`src/lupp_pkg.sv`:
```
// ----------------------------------------------------------------------------
// lupp_pkg
// shared types, constants and helpers for the lu factorization block
// ----------------------------------------------------------------------------
package lupp_pkg;

    localparam int MAX_DIM = 8;
    localparam int IDX_W   = 3;
    localparam int DIM_W   = 4;

    typedef logic [IDX_W-1:0]  idx_t;
    typedef logic [DIM_W-1:0]  dim_t;
    typedef logic signed [31:0] word_t;

    localparam word_t ONE_Q16  = 32'sh0001_0000;
    localparam word_t ZERO_Q16 = 32'sh0000_0000;
    localparam word_t WORD_MAX = 32'sh7FFF_FFFF;
    localparam word_t WORD_MIN = 32'sh8000_0000;

    typedef struct packed {
        logic  w_we;
        logic  l_we;
        idx_t  wr_cell;
        idx_t  wr_col;
        word_t wr_data;
        idx_t  rd_col;
        logic  lpos_init;
        logic  swap_en;
        idx_t  swap_a;
        idx_t  swap_b;
        idx_t  find_pos;
        idx_t  k;
        dim_t  n;
    } cell_ctl_t;

    typedef struct packed {
        logic        found;
        logic [31:0] best_abs;
        idx_t        best_pos;
        idx_t        best_cell;
    } chain_t;

    function automatic logic [31:0] abs_word(input word_t v);
        logic [31:0] r;
        r = v[31] ? (~v + 32'd1) : v;
        return r;
    endfunction

    function automatic word_t sat_word(input logic signed [48:0] v);
        word_t r;
        if (v > 49'sh0_7FFF_FFFF)
            r = WORD_MAX;
        else if (v < -49'sh0_8000_0000)
            r = WORD_MIN;
        else
            r = v[31:0];
        return r;
    endfunction

endpackage

```
`src/lupp_cell.sv`:
```
// ----------------------------------------------------------------------------
// lupp_cell
// one matrix row cell: row words, lower factor row, logical position, and
// one stage of the pivot search chain
// ----------------------------------------------------------------------------
module lupp_cell #(
    parameter int CELL_ID = 0
) (
    input  logic                 clk,
    input  logic                 rst_n,
    input  lupp_pkg::cell_ctl_t  ctl,
    input  lupp_pkg::chain_t     chain_in,
    output lupp_pkg::chain_t     chain_out,
    output lupp_pkg::word_t      rd_w,
    output lupp_pkg::word_t      rd_l,
    output logic                 match
);

    localparam lupp_pkg::idx_t ID = lupp_pkg::IDX_W'(CELL_ID);

    lupp_pkg::word_t  w_reg [lupp_pkg::MAX_DIM];
    lupp_pkg::word_t  l_reg [lupp_pkg::MAX_DIM];
    lupp_pkg::idx_t   lpos_reg;
    lupp_pkg::chain_t chain_reg;
    lupp_pkg::chain_t chain_next;
    logic [31:0]      mag;
    logic             eligible;
    logic             take;

    assign rd_w      = w_reg[ctl.rd_col];
    assign rd_l      = l_reg[ctl.rd_col];
    assign match     = (lpos_reg == ctl.find_pos);
    assign chain_out = chain_reg;

    always_comb
    begin
        mag      = lupp_pkg::abs_word(rd_w);
        eligible = (lpos_reg >= ctl.k) && ({1'b0, lpos_reg} < ctl.n);
        take     = eligible && (mag != 32'd0) &&
                   (!chain_in.found || (mag > chain_in.best_abs) ||
                    ((mag == chain_in.best_abs) && (lpos_reg < chain_in.best_pos)));
        chain_next = chain_in;
        if (take)
        begin
            chain_next.found     = 1'b1;
            chain_next.best_abs  = mag;
            chain_next.best_pos  = lpos_reg;
            chain_next.best_cell = ID;
        end
    end

    always_ff @(posedge clk or negedge rst_n)
    begin
        if (!rst_n)
        begin
            lpos_reg  <= ID;
            chain_reg <= '0;
        end
        else
        begin
            chain_reg <= chain_next;
            if (ctl.lpos_init)
                lpos_reg <= ID;
            else if (ctl.swap_en)
            begin
                if (lpos_reg == ctl.swap_a)
                    lpos_reg <= ctl.swap_b;
                else if (lpos_reg == ctl.swap_b)
                    lpos_reg <= ctl.swap_a;
            end
        end
    end

    always_ff @(posedge clk)
    begin
        if (ctl.w_we && (ctl.wr_cell == ID))
            w_reg[ctl.wr_col] <= ctl.wr_data;
        if (ctl.l_we && (ctl.wr_cell == ID))
            l_reg[ctl.wr_col] <= ctl.wr_data;
    end

endmodule

```
`config.mk`:
```
export PLATFORM = sky130hd
export DESIGN_NAME = lupp_cell
export DESIGN_NICKNAME = d
export VERILOG_FILES = /design/src/lupp_pkg.sv /design/src/lupp_cell.sv
export SDC_FILE = /design/constraint.sdc
export NUM_CORES = 1
export LEC_CHECK = 0
export ABC_AREA = 1
export BUFFER_PORTS_ARGS = -buffer_cell sky130_fd_sc_hd__buf_2
export CAP_MARGIN = 5
export CORE_MARGIN = 5
export CORE_UTILIZATION = 55
export DETAILED_ROUTE_END_ITERATION = 8
export PLACE_DENSITY = 0.74
export SYNTH_ARGS = -nofsm -noshare
export SYNTH_HDL_FRONTEND = slang
export SYNTH_SLANG_ARGS = --single-unit
```
`constraint.sdc`:
```
create_clock -name clk -period 4.63 [get_ports clk]
set_input_delay 0.6945 -clock clk [delete_from_list [all_inputs] [get_ports clk]]
set_output_delay 0.6945 -clock clk [all_outputs]
set_load 0.02 [all_outputs]
```
* Word-level counts from Yosys, hierarchy flattened
Memory sizes are Yosys's and may differ from the RTL's. Cells that the tools add are included.
Operators by class: add/subtract/negate cells 1, multiply operators 0, div/mod/pow operators 0, $lt $le $gt $ge 4, equal/unequal tests 4, shift operators 0, multiplexer cells 10, bitwise logic cells 1, reduce and logical (&&, ||, !) cells 14
Operators with widths (count):
- 39-bit 2-to-1 mux | 1
- 32-bit by 1-bit adder with 32-bit output (second input constant) | 1
- 32-bit equality test | 1
- 32-bit > comparator | 1
- 32-bit 2-to-1 mux | 1
- 32-bit NOT | 1
- 32-bit nonzero test | 1
- 3-bit 2-to-1 mux | 4
- 3-bit equality test | 3
- 1-bit logical AND | 6
- 3-bit by 4-bit < comparator with 1-bit output | 1
- 1-bit 2-to-1 mux | 4
- 3-bit >= comparator | 1
- 3-bit logical NOT | 1
- 3-bit < comparator | 1
- 3-bit nonzero test | 1
- 1-bit logical OR | 2
- 2-bit AND reduction | 1
- 2-bit nonzero test | 1
- 1-bit logical NOT | 1
Word-level totals: register bits 42, latch bits 0, RAM bits 512, ROM bits 0, bits of input ports 102, memories 2
Memory list:
- l_reg | depth 8, width 32, read ports 1, clocked after Yosys merged registers in 0, wr ports 1, line lupp_cell.sv:22 | lupp_pkg::word_t l_reg [lupp_pkg::MAX_DIM];
- w_reg | depth 8, width 32, read ports 1, clocked after Yosys merged registers in 0, wr ports 1, line lupp_cell.sv:21 | lupp_pkg::word_t w_reg [lupp_pkg::MAX_DIM];

* Depth between registers and ports, before layout
Gate-level depths: netlist of run 1. An unclocked memory read counts as a cell.
depth after elaboration 9, depth in mapped cells 34

* Least setup slack after synthesis of run 1
Ideal clock, no wire load.
kind input -> register, from input port ctl[18] (netlist bit), to register chain_reg (netlist bit chain_out[35]), arrival 4.169 ns, data required time 4.513 ns, slack 0.344 ns, cell stages on the path 29, path buffers 5, path through buf_6 inv_2 buf_6 buf_6 nand2_1 nand3_1 nand3_1 nand2_1 ha_1 nand3_1 inv_1 nand2_1 o21ai_2 xor2_2 ha_1 nand2_1 inv_1 nand3_1 nor3_1 nor4b_1 inv_1 nor4_1 nand3_1 nand3b_1 nand3_2 buf_6 buf_6 nand2_1 nand2_1
RTL lines:
- from (decl) | line lupp_cell.sv:11 | input lupp_pkg::cell_ctl_t ctl,
- to (signal assigned) | line lupp_cell.sv:61 | chain_reg <= chain_next;
- to (decl) | line lupp_cell.sv:24 | lupp_pkg::chain_t chain_reg;

==> results.py, run 1 <==
metrics = {
    "run_status": {
        "run_status": "completed",
    },
    "routing": {
        "first_iter_violations": 1715,
        "drc": 0,
        "routedWlPerCell_um": 18.4,
        "antenna_left": 0,
        "drtPass1Iterations": 6,
        "num_vias": 18677,
        "drt_wl_total_mm": 63.2,
        "vias_per_cell": 5.42,
    },
    "placed_design": {
        "port_buffers": 205,
        "hpwlAfterDp_mm": 41.5,
        "gp_congestion": 0.954,
    },
    "global_routing": {
        "grt_pass1_wl_mm": 98.7,
        "antenna_found_initial": 1,
        "grt_max_degree": 68,
        "track_usage_pct": 24.6,
        "grt_pass1_vias": 18217,
        "overflow": 0,
    },
    "sta": {
        "worst_pin_slew_ns": 0.890,
        "fin_hold_ws_ns": 0.215,
        "skew_ns": 0.0196,
        "drv_slew": 0,
        "setup_violations": 0,
        "fin_crit_sh_pct": 90.1,
        "rsz0062_at_grt": "no",
        "layout_min_cycle_time_ns": 4.17,
        "fmax_mhz": 240,
        "relSlewSlack_pct": 40.7,
        "fin_tns_setup_ns": 0,
        "hold_viol": 0,
    },
    "synthesis": {
        "syn_inst": 2550,
        "yosys.area.top_type": "edfxtp_1",
        "synth_cell_types": 38,
        "ys_ff_latch": 554,
        "synth_nets": 2692,
        "synth_edf_count": 512,
        "syn_avg_cell_area_um2": 9.95,
        "yosys-top-cells-area": "edfxtp_1 61%, nand2_1 9.5%, nor2_1 4.9%",
        "synth_top_area_share_pct": 60.6,
        "synth_flop_cell": "edfxtp_1",
        "synth_async_sr_flop_share_pct": 7.58,
        "yosysWarnings": 0,
        "syn_area_um2": 25400,
        "synth_seq_area_share_pct": 64.7,
    },
    "clocking": {
        "cts.sinks": 554,
        "path_clk_slew_ns": 0.06,
        "cts_hold_buf": 0,
        "cts_max_level": 2,
        "clk_path_buf_depth": 3,
        "post_cts_buffers": 0,
        "clock_latency_ns": 0.60,
        "cts-root-buf": "clkbuf_16",
        "cts_tree": "yes",
        "cts_resized": 0,
        "cts_buffers": 54,
    },
    "power_and_ir_drop": {
        "peakVddDrop_mv": 0.325,
        "report.power.total_mw": 11.3,
        "power_density_nw_per_um2": 385,
        "cellLeakagePower_nw": 12.6,
    },
    "critical_path": {
        "crit_fanout": 27,
        "endpoint_kind": "flip-flop",
        "startpoint_type": "primary input",
        "arrival_ns": 4.70,
        "crit_required_ns": 5.16,
        "worstSetupPathType": "primary input to flip-flop",
    },
    "floorplanning": {
        "die_h_um": 225,
        "ios": 206,
        "coreArea_um2": 45500,
        "initial_core_util_pct": 55.8,
        "chipWidth_um": 225,
        "dieArea_um2": 50500,
        "rows": 78,
    },
    "flow_run": {
        "drv_cap": 0,
    },
    "cells_and_area": {
        "final_common_cell": "nand2_1",
        "fin_util_pct": 64.3,
        "syn_to_final_growth_pct": 15.3,
        "n_antenna_cell": 0,
        "final_nets": 2954,
        "final_cell_mix": "645 x nand2_1, 512 x edfxtp_1, 319 x inv_1",
        "drive_above_1_share_pct": 15.0,
    },
    "worst_hold_path": {
        "hp-class": "primary input to async pin",
    },
}
==> layer usage <==
layer / track usage (%) / vias up / wire [µm]
met2: 41.9 / 795 / 30500
met5: 0 / - / 0
met1: 33.1 / 8792 / 25700
li1: - / 8981 / -
met4: 6.93 / 0 / 1480
met3: 3.89 / 109 / 5510
==> per-stage QoR <==
stage,setup WS (ns),instance area (µm²),std cells
after floorplan,0.344,25400,2550
after global placement,0.0789,27700,3356
after CTS,0.563,29300,3445
after detailed placement,-0.0573,27700,3356
after global routing,0.0518,29300,3445
final,0.458,29300,3445
==> cell type report <==
cell class	count	area [µm²]
tap	600	751
clock inverter	20	183
clock buffer	69	1410
multi-input combinational	1548	7190
timing repair buffer	329	2080
fill	3543	16200
inverter	325	1230
sequential	554	16400
==> kinds of logic (layout without fill, tap and decap cells) <==
kind of cell | after synthesis | count (layout) | share of synthesized area (%)
XOR/XNOR | 18 | 18 | 0.651
buffers and inverters | 448 | 743 | 7.29
AO/OA/AOI/OAI | 253 | 253 | 5.45
adder cells (fa/ha/maj) | 40 | 40 | 1.97
flip-flops | 554 | 554 | 64.7
AND/OR/NAND/NOR | 1237 | 1237 | 19.9
==> report_power, final <==
| group | leakage (nW) | internal, mW | switching (mW) |
|---|---|---|---|
| Clock | 0.775 | 2.29 | 1.76 |
| Combinational | 6.68 | 0.527 | 1.06 |
| Sequential | 5.11 | 5.59 | 0.0393 |
| Total | 12.6 | 8.41 | 2.86 |
==> final timing paths <==
kind                         startpoint             to  slack [ns]  cells past startpoint
hold reg to reg             lpos_reg[0]    lpos_reg[0]        0.69                      2
setup reg to reg            w_reg[7][0]  chain_out[28]        0.62                     23
min in group clk           chain_in[12]  chain_out[12]        0.30                      3
setup / recovery                ctl[19]  chain_out[28]        0.46                     27
max in group asynchronous         rst_n    lpos_reg[1]        3.84                      1
hold / removal                    rst_n   chain_out[8]        0.22                      1
==> critical path, cell delays in order <==
cell and delay (ns):
buf_4 0.11, clkinv_2 0.25, buf_4 0.26, nand3_1 0.07, nand2_1 0.08, nand2_1 0.08, nand2_1 0.10, nor2_1 0.19
nand2_1 0.11, nor2_1 0.13, nand2_1 0.07, nand2_1 0.10, xor2_1 0.16, inv_1 0.08, ha_1 0.29, nand2_1 0.05
inv_1 0.07, nand3_1 0.10, nor3_1 0.19, nor4b_1 0.27, inv_1 0.09, nor4_1 0.28, nand3_1 0.12, nand3b_1 0.17
buf_4 0.31, nand4_1 0.15, nand2_1 0.10
==> cells in the mapped netlist (all sizes together) (33+ instances only) <==
master  number
a31oi       33
buf         61
clkbuf      62
dfrtp       42
edfxtp     512
ha          40
inv        324
nand2      649
nand3      203
nand4       45
nor2       331
o21ai      158
Power figures use the tool's default switching activity.
==> inputs of run 2 (changes only) <==
--- a/config.mk
+++ b/config.mk
@@ -10,7 +10,9 @@
 export CAP_MARGIN = 5
 export CORE_MARGIN = 5
 export CORE_UTILIZATION = 55
+export CTS_BUF_LIST = sky130_fd_sc_hd__clkbuf_4 sky130_fd_sc_hd__clkbuf_8
 export DETAILED_ROUTE_END_ITERATION = 8
+export MAX_ROUTING_LAYER = met4
 export PLACE_DENSITY = 0.74
 export SYNTH_ARGS = -nofsm -noshare
 export SYNTH_HDL_FRONTEND = slang
==> results.py, run 2 (synthesis gave the netlist of run 1 again) <==
metrics = {
    "clocking": {
        "cts.sinks": 554,
        "cts_tree": "yes",
        "cts_buffers": 87,
        "cts_hold_buf": 0,
        "cts-root-buf": "clkbuf_8",
        "clock_latency_ns": 0.67,
        "path_clk_slew_ns": 0.06,
        "clk_path_buf_depth": 3,
        "post_cts_buffers": 0,
        "cts_resized": 0,
        "cts_max_level": 3,
    },
    "critical_path": {
        "crit_path_start": "ctl[18]",
        "crit_fanout": 78,
        "crit_required_ns": 5.22,
        "path_cells": "buf_6 > buf_12 > nand2_1 > nand3_1 > nand3_1 > nand2_1 > nand2_1 > nor2_1 > nand2_1 > nand2_1 > nand2_1 > xor2_1 > inv_1 > ha_1 > nand3_1 > nor3_1 > nor4b_1 > inv_1 > nor4_1 > nand3_1 > nand3b_1 > buf_4 > nand4_1 > nand2_1",
        "timing.rr.end": "chain_out[15]",
        "worstSetupPathType": "primary input to flip-flop",
        "cp_slowest_stage_delay_ns": 0.32,
        "rr_worst_depth": 23,
        "cp_common_cell": "nand2_1",
        "startpoint_type": "primary input",
        "endpoint_kind": "flip-flop",
        "critPathSlowestCell": "ha_1",
        "rr_startpoint": "w_reg[2][10]",
        "arrival_ns": 4.79,
        "rrSetupSlack_ns": 0.57,
    },
    "cells_and_area": {
        "final_cell_area_um2": 29300,
        "final_cells": 3510,
        "final_common_cell": "nand2_1",
        "final_nets": 2986,
        "fin_util_pct": 64.5,
        "final_cell_mix": "645 x nand2_1, 512 x edfxtp_1, 319 x inv_1",
        "syn_to_final_growth_pct": 15.5,
        "drive_above_1_share_pct": 17.0,
    },
    "global_routing": {
        "grt_pass1_vias": 18411,
        "grt_pass1_wl_mm": 99.1,
        "overflow": 0,
        "grt_max_degree": 79,
        "antenna_found_initial": 1,
        "track_usage_pct": 25.5,
    },
    "sta": {
        "skew_ns": 0.0309,
        "drv_slew": 0,
        "setup_violations": 0,
        "rsz0062_at_grt": "no",
        "relSlewSlack_pct": 39.2,
        "layout_min_cycle_time_ns": 4.20,
        "fin_crit_sh_pct": 90.8,
        "hold_viol": 0,
        "worst_pin_slew_ns": 0.909,
        "fmax_mhz": 238,
    },
    "floorplanning": {
        "initial_core_util_pct": 55.8,
        "ios": 206,
        "die_h_um": 225,
        "chipWidth_um": 225,
        "dieArea_um2": 50500,
        "coreArea_um2": 45500,
        "rows": 78,
    },
    "placed_design": {
        "gp_congestion": 0.936,
        "place_area_um2": 27600,
        "placed_cells": 3355,
        "hpwlAfterDp_mm": 41.6,
        "port_buffers": 205,
    },
    "routing": {
        "drc": 0,
        "wl_met1_mm": 26.1,
        "routed.top_layer": "met4",
        "num_vias": 18942,
        "drt_wl_total_mm": 63.8,
        "dr_wl_met2_mm": 30.4,
        "vias_per_cell": 5.40,
        "antenna_left": 0,
        "first_iter_violations": 1834,
        "routed-wl-met3_mm": 5.64,
        "routedWlPerCell_um": 18.2,
        "drtPass1Iterations": 6,
    },
    "flow_run": {
        "drv_cap": 0,
    },
    "run_status": {
        "run_status": "completed",
    },
    "worst_hold_path": {
        "hp-class": "primary input to async pin",
    },
    "power_and_ir_drop": {
        "power_density_nw_per_um2": 383,
        "peakVddDrop_mv": 0.214,
        "cellLeakagePower_nw": 12.7,
    },
}
-- run 2: final cells by class --
type	count	area, µm²
Fill cell	3557	16200
Sequential cell	554	16400
Tap cell	600	751
Multi-Input combinational cell	1548	7190
Antenna cell	1	2.50
Clock buffer	122	1490
Inverter	325	1230
Clock inverter	32	195
Timing Repair Buffer	328	2040
-- run 2: metal layers --
| layer | GRT usage [%] | vias to the layer above |
|---|---|---|
| met5 | - | - |
| met2 | 40.8 | 861 |
| met1 | 33.5 | 8887 |
| met4 | 8.88 | 0 |
| met3 | 4.40 | 120 |
| li1 | - | 9074 |
-- run 2: how the worst max path moves through the flow --
stage	endpoint	cells after the start	slack, ns
finish	chain_out[15]	24	0.43
CTS	chain_out[15]	24	0.49
global placement	chain_out[7]	25	-0.03
global route	chain_out[31]	24	0.03
floorplan	chain_out[35]	29	0.34
detailed placement	chain_out[19]	24	-0.20
-- run 2: power breakdown --
group          leakage [nW]  switching [mW]  total [mW]  internal [mW]
Sequential             5.11          0.0407        5.63           5.59
Clock                 0.887            1.82        4.01           2.18
Combinational          6.66            1.07        1.59          0.519
-- run 2: critical path: cells and delay by family --
family / cells / cell delay (ns)
simple gates: 17 / 2.51
fa+ha+maj: 1 / 0.32
xor+xnor: 1 / 0.23
buf+inv: 5 / 0.91
-- run 2: stage by stage --
step                      setup TNS [ns]  worst slack [ns]  power (mW)  hold WS (ns)
final                                  0             0.425        11.2         0.162
after global routing                   0            0.0271        11.7         0.186
after CTS                              0             0.489        11.3         0.133
after floorplan                        0             0.344        6.69         0.399
after detailed placement           -6.56            -0.204        7.31         0.678
after global placement            -0.799           -0.0322        7.26         0.671
