==> config.mk <==
export PLATFORM = sky130hd
export DESIGN_NAME = lupp_div
export DESIGN_NICKNAME = d
export VERILOG_FILES = /design/src/lupp_pkg.sv /design/src/lupp_div.sv
export SDC_FILE = /design/constraint.sdc
export NUM_CORES = 1
export LEC_CHECK = 0
export BUFFER_PORTS_ARGS = -buffer_cell sky130_fd_sc_hd__buf_2
export CELL_PAD_IN_SITES_DETAIL_PLACEMENT = 1
export CELL_PAD_IN_SITES_GLOBAL_PLACEMENT = 2
export CORE_ASPECT_RATIO = 2
export CORE_MARGIN = 3
export CORE_UTILIZATION = 40
export CTS_CLUSTER_SIZE = 30
export DETAILED_ROUTE_END_ITERATION = 16
export PLACE_DENSITY = 0.95
export SYNTH_ARGS = -nofsm -noshare
export SYNTH_HDL_FRONTEND = slang
export SYNTH_SLANG_ARGS = --single-unit
==> constraint.sdc <==
create_clock -name clk -period 5.6 [get_ports clk]
set_clock_uncertainty 0.2 [all_clocks]
set_input_delay 0.28 -clock clk [delete_from_list [all_inputs] [get_ports clk]]
set_output_delay 0.28 -clock clk [all_outputs]
set_load 0.005 [all_outputs]
==> src/lupp_pkg.sv <==
// ----------------------------------------------------------------------------
// lupp_pkg
// shared types, constants and helpers for the lu factorization block
// ----------------------------------------------------------------------------
package lupp_pkg;

    localparam int MAX_DIM = 8;
    localparam int IDX_W   = 3;
    localparam int DIM_W   = 4;

    typedef logic [IDX_W-1:0]  idx_t;
    typedef logic [DIM_W-1:0]  dim_t;
    typedef logic signed [31:0] word_t;

    localparam word_t ONE_Q16  = 32'sh0001_0000;
    localparam word_t ZERO_Q16 = 32'sh0000_0000;
    localparam word_t WORD_MAX = 32'sh7FFF_FFFF;
    localparam word_t WORD_MIN = 32'sh8000_0000;

    typedef struct packed {
        logic  w_we;
        logic  l_we;
        idx_t  wr_cell;
        idx_t  wr_col;
        word_t wr_data;
        idx_t  rd_col;
        logic  lpos_init;
        logic  swap_en;
        idx_t  swap_a;
        idx_t  swap_b;
        idx_t  find_pos;
        idx_t  k;
        dim_t  n;
    } cell_ctl_t;

    typedef struct packed {
        logic        found;
        logic [31:0] best_abs;
        idx_t        best_pos;
        idx_t        best_cell;
    } chain_t;

    function automatic logic [31:0] abs_word(input word_t v);
        logic [31:0] r;
        r = v[31] ? (~v + 32'd1) : v;
        return r;
    endfunction

    function automatic word_t sat_word(input logic signed [48:0] v);
        word_t r;
        if (v > 49'sh0_7FFF_FFFF)
            r = WORD_MAX;
        else if (v < -49'sh0_8000_0000)
            r = WORD_MIN;
        else
            r = v[31:0];
        return r;
    endfunction

endpackage

==> src/lupp_div.sv <==
// ----------------------------------------------------------------------------
// lupp_div
// radix-2 restoring divider, (a * 2^16) / d truncated toward zero, saturated
// ----------------------------------------------------------------------------
module lupp_div (
    input  logic             clk,
    input  logic             rst_n,
    input  logic             start,
    input  lupp_pkg::word_t  dividend,
    input  lupp_pkg::word_t  divisor,
    output logic             done,
    output lupp_pkg::word_t  quotient
);

    localparam int STEPS = 48;
    localparam int CNT_W = 6;

    logic             busy_reg;
    logic             done_reg;
    logic [CNT_W-1:0] cnt_reg;
    logic [47:0]      num_reg;
    logic [31:0]      rem_reg;
    logic [47:0]      q_reg;
    logic [31:0]      d_reg;
    logic             neg_reg;
    logic [32:0]      rem_sh;
    logic             ge;
    logic [32:0]      rem_sub;
    logic [31:0]      neg_q;

    always_comb
    begin
        rem_sh  = {rem_reg, num_reg[47]};
        ge      = rem_sh >= {1'b0, d_reg};
        rem_sub = rem_sh - {1'b0, d_reg};
        neg_q   = ~q_reg[31:0] + 32'd1;
        if (!neg_reg)
            quotient = (q_reg > 48'h0000_7FFF_FFFF) ? lupp_pkg::WORD_MAX : q_reg[31:0];
        else
            quotient = (q_reg > 48'h0000_8000_0000) ? lupp_pkg::WORD_MIN : neg_q;
    end

    assign done = done_reg;

    always_ff @(posedge clk or negedge rst_n)
    begin
        if (!rst_n)
        begin
            busy_reg <= 1'b0;
            done_reg <= 1'b0;
            cnt_reg  <= '0;
        end
        else
        begin
            done_reg <= busy_reg && (cnt_reg == CNT_W'(STEPS - 1));
            if (start)
            begin
                busy_reg <= 1'b1;
                cnt_reg  <= '0;
            end
            else if (busy_reg)
            begin
                cnt_reg <= cnt_reg + 1'b1;
                if (cnt_reg == CNT_W'(STEPS - 1))
                    busy_reg <= 1'b0;
            end
        end
    end

    always_ff @(posedge clk)
    begin
        if (start)
        begin
            num_reg <= {lupp_pkg::abs_word(dividend), 16'd0};
            d_reg   <= lupp_pkg::abs_word(divisor);
            rem_reg <= '0;
            q_reg   <= '0;
            neg_reg <= dividend[31] ^ divisor[31];
        end
        else if (busy_reg)
        begin
            num_reg <= {num_reg[46:0], 1'b0};
            rem_reg <= ge ? rem_sub[31:0] : rem_sh[31:0];
            q_reg   <= {q_reg[46:0], ge};
        end
    end

endmodule

# --- Word level (Yosys, flattened, before mapping) ---
# Cells that the tools add are included.
totals:
  wordCells: 37
  input_bits: 67
  out_inout_bits: 33
  register_bits: 153
op_classes:
  n_mux: 13
  n_addsub: 5
  n_eq_ne: 1
  order_cmp: 3
  reduce_logical: 2
  bitwise: 4
ops:
  columns: ["op", "count"]
  rows:
  - ["$mux W32", 5]
  - ["$add A32 B1 Y32 const B", 3]
  - ["$mux W48", 2]
  - ["$not A32 Y32", 3]
  - ["$gt A48 B31 Y1 const B", 1]
  - ["$gt A48 B32 Y1 const B", 1]
  - ["$ge A33 B32 Y1", 1]
  - ["$sub A32 B32 Y32", 1]
  - ["$mux W31", 1]
  - ["$mux W6", 2]
  - ["$add A6 B1 Y6 const B", 1]
  - ["$eq A6 B6 Y1 const B", 1]
  - ["$mux W1", 3]
  - ["$reduce_bool A2 Y1", 1]
  - ["$logic_and A1 B1 Y1", 1]
  - ["$xor A1 B1 Y1", 1]

# --- Longest topological paths before layout ---
# Gate-level depths: netlist of the first run.
depth:
  word_depth: 4
  ltp_mapped: 14
  ltp_nobuf: 12

# --- Least setup slack after synthesis of the first run ---
# OpenSTA, ideal clock, no wires.
synth_path:
  kind: "register to output"
  startpoint: "reg q_reg[13]"
  endpoint: "out quotient[31]"
  required_ns: 5.120
  path_stages_with_launch: 10
  n_path_buf: 1
  path_slack_ns: 2.254
  t_arrival_ns: 2.866
  cell_sequence: "dfxtp_1 buf_2 or4_1 and4bb_1 nand3_1 or2_1 or3_1 or3_1 o31a_1 o31a_1"
synth_between:
  elab_chain_cells: 4
synth_lines:
  columns: ["element", "line", "text"]
  rows:
  - ["start: declaration", "lupp_div.sv:23", "logic [47:0] q_reg;"]
  - ["start signal: assignment", "lupp_div.sv:84", "q_reg <= {q_reg[46:0], ge};"]
  - ["$not A32 Y32", "lupp_div.sv:36", "neg_q = ~q_reg[31:0] + 32'd1;"]
  - ["$add A32 B1 Y32", "lupp_div.sv:36", null]
  - ["$mux W32", "lupp_div.sv:40", "quotient = (q_reg > 48'h0000_8000_0000) ? lupp_pkg::WORD_MIN : neg_q;"]
  - ["$mux W32 *", "lupp_div.sv:37", "if (!neg_reg)"]
  - ["end: declaration", "lupp_div.sv:12", "output lupp_pkg::word_t quotient"]
# Mark *: on every way between the ends. The rest lies on a longest branch, timed or not.

# --- Worst setup path after layout of the first run ---
layout_path:
  startpoint: "reg q_reg[13]"
  endpoint: "out quotient[9]"
layout_between:
  elab_chain_cells: 3
layout_lines:
  columns: ["element", "line"]
  rows:
  - ["$gt A48 B31 Y1 or $gt A48 B32 Y1 (tied branches)", "lupp_div.sv:38, lupp_div.sv:40"]
  - ["$mux W32 (on tied branches)", "lupp_div.sv:38, lupp_div.sv:40"]
  - ["$mux W32 *", "lupp_div.sv:37"]
# Marked as above.

==> metrics.yaml, run 1 <==
finish:
  multi_input_area_um2: 5640
  antenna_cells: 0
  drive_gt1_share_pct: 12.8
  nets: 1333
  syn_to_final_growth_pct: 15.9
  largest_reg_flops: 48
  nFillCells: 2827
  seqCellArea_um2: 3760
sta:
  relSlewSlack_pct: 27.2
  hold_slack_ns: 0.0429
  hold_viol: 0
  worst_pin_slew_ns: 1.06
  timing.fmax_mhz: 218
  tns_ns: 0
  finalCritPeriodShare_pct: 81.7
  finalSetupViolCount: 0
  period_minus_slack_ns: 4.58
  slew_viol_final: 0
  rsz0062_at_grt: "no"
grt:
  grt_max_degree: 109
  grt_usage_pct: 20.6
  grt_pass1_wl_um: 44100
  overflow: 0
  grt_pass1_vias: 9200
  antenna_found_initial: 0
route:
  wl_per_cell_um: 17.3
  viasPerCell: 5.72
  postRouteAntennaNets: 0
  drc_errors: 0
  dr.first_iter.drc_count: 279
  wirelength_um: 26500
  firstDrtPassIters: 4
  via_count: 8747
placement:
  dp_hpwl_um: 19300
  port-buffer-count: 99
  gp_congestion: 0.881
run_status:
  status: "finished clean"
worst_hold_path:
  hp-class: "in2reg"
cts:
  cts.sinks: 153
  clockBufferDepth: 2
  htree_num_levels: 4
  cts-root-buf: "clkbuf_16"
  clock_latency_ns: 0.44
  clk_pin_slew_ns: 0.06
  cts_resized: 0
  numCtsBuffers: 17
  cts_tree: "yes"
synthesis:
  synth_top_cell_area_share_pct: 19.8
  synth_cell_types: 72
  ys_seq_elements: 153
  ys.flop_type: "dfxtp_1"
  synthArstFlopShare_pct: 5.23
  synth_top_area_cell: "edfxtp_1"
  synth_area_leaders: "edfxtp_1 (20%), dfxtp_1 (16%), mux2i_1 (6.5%)"
  synthCells: 1136
  synthTopCellsByCount: "nor2_1 (148), nand2_1 (117), dfxtp_1 (80)"
  avgSynthCellArea_um2: 8.67
  ys_warn_count: 0
  yosys.cell_count.top_type: "nor2_1"
  synth-seq-area-share_pct: 38.1
  syn_area_um2: 9850
  syn_nets: 1240
  synth_edf_count: 65
setup_path:
  worstSetupEndpointType: "output port"
  critPathKind: "reg2out"
  cp.arrival_ns: 4.10
  cp.required_ns: 5.12
  crit_fanout: 27
  cp-start-kind: "register"
die:
  die_w_um: 117
  rows: 80
  start_util_pct: 41.0
  die_h_um: 228
  num_io_pins: 100
  dieArea_um2: 26700
  core_area_um2: 24000
power:
  vdd_drop_max_mv: 0.308
  powerDensity_nw_per_um2: 396
  leakagePower_nw: 5.08
job:
  cap_viol_max_count: 0
## worst paths after layout
kind | startpoint | slack [ns] | depth (start not counted) | endpoint
max | q_reg[13] | 1.02 | 8 | quotient[9]
min | divisor[23] | 0.04 | 2 | d_reg[23]
max reg2reg | d_reg[1] | 1.86 | 12 | rem_reg[19]
min reg2reg | q_reg[47] | 0.30 | 2 | q_reg[47]
max in group asynchronous | rst_n | 4.93 | 2 | busy_reg
min in group asynchronous | rst_n | 0.07 | 2 | cnt_reg[0]
## layout make-up
cell class	count	area share [%]
Inverter	58	1.91
Tap cell	287	3.15
Clock inverter	11	0.986
Timing Repair Buffer	138	7.64
Sequential cell	153	32.9
Multi-Input combinational cell	861	49.4
Clock buffer	21	4.04
## critical path, cell delays in order (launching register included)
cell and delay [ns]:
dfxtp_1 0.41, or4_1 0.61, and4bb_1 0.47, nand4_1 0.28, o41ai_4 0.26, buf_4 0.24
nand3_2 0.46, o311ai_0 0.70, buf_2 0.21
## what timing repair did
action                                 in CTS  in global routing
buffers inserted                            0                  0
endpoints found under the hold margin      39                  0
hold buffers                               31                  0
## layer usage
layer / GRT usage, % / wire, um
met1: 20.7 / 9870
met2: 40.0 / 15200
met3: 3.82 / 654
met4: 7.68 / 728
met5: 0 / 0
## cell usage in the layout, fill, tap and decap left out, types with 24 or more instances in the layout
cell type / count
nor2_1: 148
inv_1: 57
nand2_1: 117
o21ai_0: 53
xnor2_1: 40
dlygate4sd3_1: 31
mux2i_1: 64
a21oi_1: 64
nand3_1: 24
ha_1: 36
dfxtp_1: 80
edfxtp_1: 65
xor2_1: 45
buf_2: 98
## power by group
group / switching [W] / internal (W)
clock: 0.000490 / 0.000644
sequential: 0.000118 / 0.00134
combinational: 0.00112 / 0.000809
total: 0.00173 / 0.00279
## logic make-up after synthesis
family,share of synthesized area [%]
adders and majority gates,4.78
muxes,6.62
AOI/OAI and AO/OA,18.8
and+or+nand+nor,19.4
DFF,38.1
buffers and inverters,4.69
xor gates and xnor gates,7.56
## per-stage QoR
step           power (W)  cells  setup WS (ns)  cell area [um^2]  util [%]
3_5_place_dp     0.00339   1466           1.50             10500      43.8
5_1_grt          0.00486   1529          0.687             11400      47.5
6_report         0.00452   1529           1.02             11400      47.5
2_1_floorplan    0.00283   1136           2.25              9850         -
4_1_cts          0.00457   1529          0.998             11400      47.5
3_3_place_gp     0.00334   1466           1.54             10500      43.8
(Power assumes the default switching activity.)
==> run 2: changes to the inputs <==
--- a/config.mk
+++ b/config.mk
@@ -10,10 +10,10 @@
 export CELL_PAD_IN_SITES_GLOBAL_PLACEMENT = 2
 export CORE_ASPECT_RATIO = 2
 export CORE_MARGIN = 3
-export CORE_UTILIZATION = 40
+export CORE_UTILIZATION = 33
 export CTS_CLUSTER_SIZE = 30
 export DETAILED_ROUTE_END_ITERATION = 16
-export PLACE_DENSITY = 0.95
+export PLACE_DENSITY = 0.86
 export SYNTH_ARGS = -nofsm -noshare
 export SYNTH_HDL_FRONTEND = slang
 export SYNTH_SLANG_ARGS = --single-unit
==> constraint.sdc (replaced) <==
create_clock -name clk -period 4 [get_ports clk]
set_clock_uncertainty 0.2 [all_clocks]
set_input_delay 0.2 -clock clk [delete_from_list [all_inputs] [get_ports clk]]
set_output_delay 0.2 -clock clk [all_outputs]
set_load 0.005 [all_outputs]
==> metrics.yaml, run 2 (synthesis results as in run 1) <==
run_status:
  status: "finished clean"
power:
  powerDensity_nw_per_um2: 535
  clkPwrFrac_pct: 23.1
  combinationalPowerShare_pct: 45.7
  p_int_w: 0.00401
  power_w: 0.00651
  p_sw_w: 0.00250
  switching_share_pct: 38.4
  leakagePower_nw: 5.42
  pwr-share-seq_pct: 31.2
  vdd_drop_max_mv: 0.311
cts:
  clockBufferDepth: 2
  cts-root-buf: "clkbuf_16"
  htree_num_levels: 4
  clk_pin_slew_ns: 0.07
  numCtsBuffers: 17
  clock_latency_ns: 0.44
  cts_tree: "yes"
  cts.sinks: 153
setup_path:
  critPathKind: "reg2out"
  cp-start-kind: "register"
  crit_fanout: 6
  worstSetupEndpointType: "output port"
  cp.required_ns: 3.60
  cp.arrival_ns: 3.50
sta:
  worst_pin_slew_ns: 0.815
  period_minus_slack_ns: 3.90
  finalCritPeriodShare_pct: 97.4
  finalSetupViolCount: 0
  tns_ns: 0
  hold_viol: 0
  timing.fmax_mhz: 257
  relSlewSlack_pct: 45.6
  slew_viol_final: 0
die:
  rows: 88
  die_w_um: 128
  core_area_um2: 29200
  dieArea_um2: 32100
  die_h_um: 250
  start_util_pct: 33.8
  num_io_pins: 100
route:
  postRouteAntennaNets: 0
  viasPerCell: 5.43
  wl_per_cell_um: 17.5
  firstDrtPassIters: 4
  via_count: 8984
  dr.first_iter.drc_count: 337
  wirelength_um: 29000
  drc_errors: 0
grt:
  grt_max_degree: 108
  grt_pass1_vias: 9483
  antenna_found_initial: 0
  grt_pass1_wl_um: 46100
  grt_usage_pct: 17.9
  overflow: 0
finish:
  largest_reg_flops: 48
  syn_to_final_growth_pct: 23.6
  nets: 1386
  antenna_cells: 0
  layout_common_cells: "nor2_1 (148), nand2_1 (116), buf_2 (99)"
  final_common_cell: "nor2_1"
  drive_gt1_share_pct: 16.5
  nFillCells: 3403
placement:
  gp_congestion: 0.832
  dp_hpwl_um: 20500
  port-buffer-count: 99
job:
  cap_viol_max_count: 0
worst_hold_path:
  hp-class: "in2reg"
-- run 2: cell types whose count changed in the layout (fill, tap and decap cells not counted), sizes merged --
| cell | before | now |
|---|---|---|
| buf | 107 | 134 |
| dlygate4sd3 | 31 | 56 |
| clkbuf | 21 | 24 |
| bufinv | 1 | 0 |
| clkinvlp | 3 | 1 |
| inv | 60 | 61 |
-- run 2: path summary, 6_finish.rpt --
| path | startpoint | to | slack [ns] | depth (start not counted) |
|---|---|---|---|---|
| setup / recovery | q_reg[14] | quotient[31] | 0.10 | 10 |
| hold / removal | dividend[12] | num_reg[28] | 0.02 | 3 |
| setup reg to reg | d_reg[1] | rem_reg[17] | 0.39 | 11 |
| hold reg to reg | rem_reg[1] | rem_reg[1] | 0.30 | 2 |
| max in group asynchronous | rst_n | busy_reg | 2.70 | 3 |
| min in group asynchronous | rst_n | done | 0.60 | 3 |
-- run 2: routing by layer --
| layer | vias up | share of wire [%] | wire length [um] | track usage, % |
|---|---|---|---|---|
| met4 | 0 | 2.9 | 836 | 7.80 |
| li1 | 4415 | - | - | - |
| met3 | 53 | 2.0 | 591 | 2.80 |
| met1 | 4381 | 36 | 10500 | 17.1 |
| met2 | 135 | 59 | 17100 | 36.0 |
| met5 | - | 0 | 0 | 0 |
-- run 2: worst max-delay path, stage by stage, from the launching register on --
cell and delay, ns:
dfxtp_4 0.36, or4_4 0.55, and4bb_2 0.36, buf_4 0.13, nand3_4 0.09, or2_1 0.25, or3_1 0.34, or3_4 0.36
o31a_1 0.25, o31a_1 0.24, buf_2 0.13
-- run 2: stage by stage --
step / instance area [um^2] / utilization (%) / setup WS, ns / cells / hold slack, ns
5_1_grt: 12200 / 41.7 / -0.0653 / 1655 / 0.0270
3_3_place_gp: 10700 / 36.8 / 0.231 / 1550 / -0.147
3_5_place_dp: 10700 / 36.8 / 0.251 / 1550 / -0.147
4_1_cts: 11900 / 40.7 / -0.0111 / 1641 / 0.000384
6_report: 12200 / 41.7 / 0.103 / 1655 / 0.0197
2_1_floorplan: 9850 / - / 0.734 / 1136 / -0.296
-- run 2: repair_timing --
action	CTS	global route
buffers inserted	3	13
pin swaps	2	8
setup endpoints to repair	12	25
hold buffers	56	0
cloned	0	2
endpoints found under the hold margin	56	0
resized for setup	10	45
-- run 2: area by class of cell --
type / count / area (um^2) / share of cell area [%]
clock buffers: 23 / 469 / 3.85
clock inverters: 9 / 68.8 / 0.565
inverters: 58 / 220 / 1.81
multi-input cells: 861 / 5810 / 47.7
flip-flops and latches: 153 / 3770 / 31.0
well taps: 360 / 450 / 3.70
repair buffers: 191 / 1380 / 11.4
-- run 2: power groups by stage --
stage          logic [W]  registers (W)  clock network [W]
3_5_place_dp     0.00277        0.00206                  0
3_3_place_gp     0.00270        0.00206                  0
4_1_cts          0.00289        0.00203            0.00156
5_1_grt          0.00331        0.00206            0.00162
6_report         0.00298        0.00203            0.00150
2_1_floorplan    0.00195        0.00201                  0
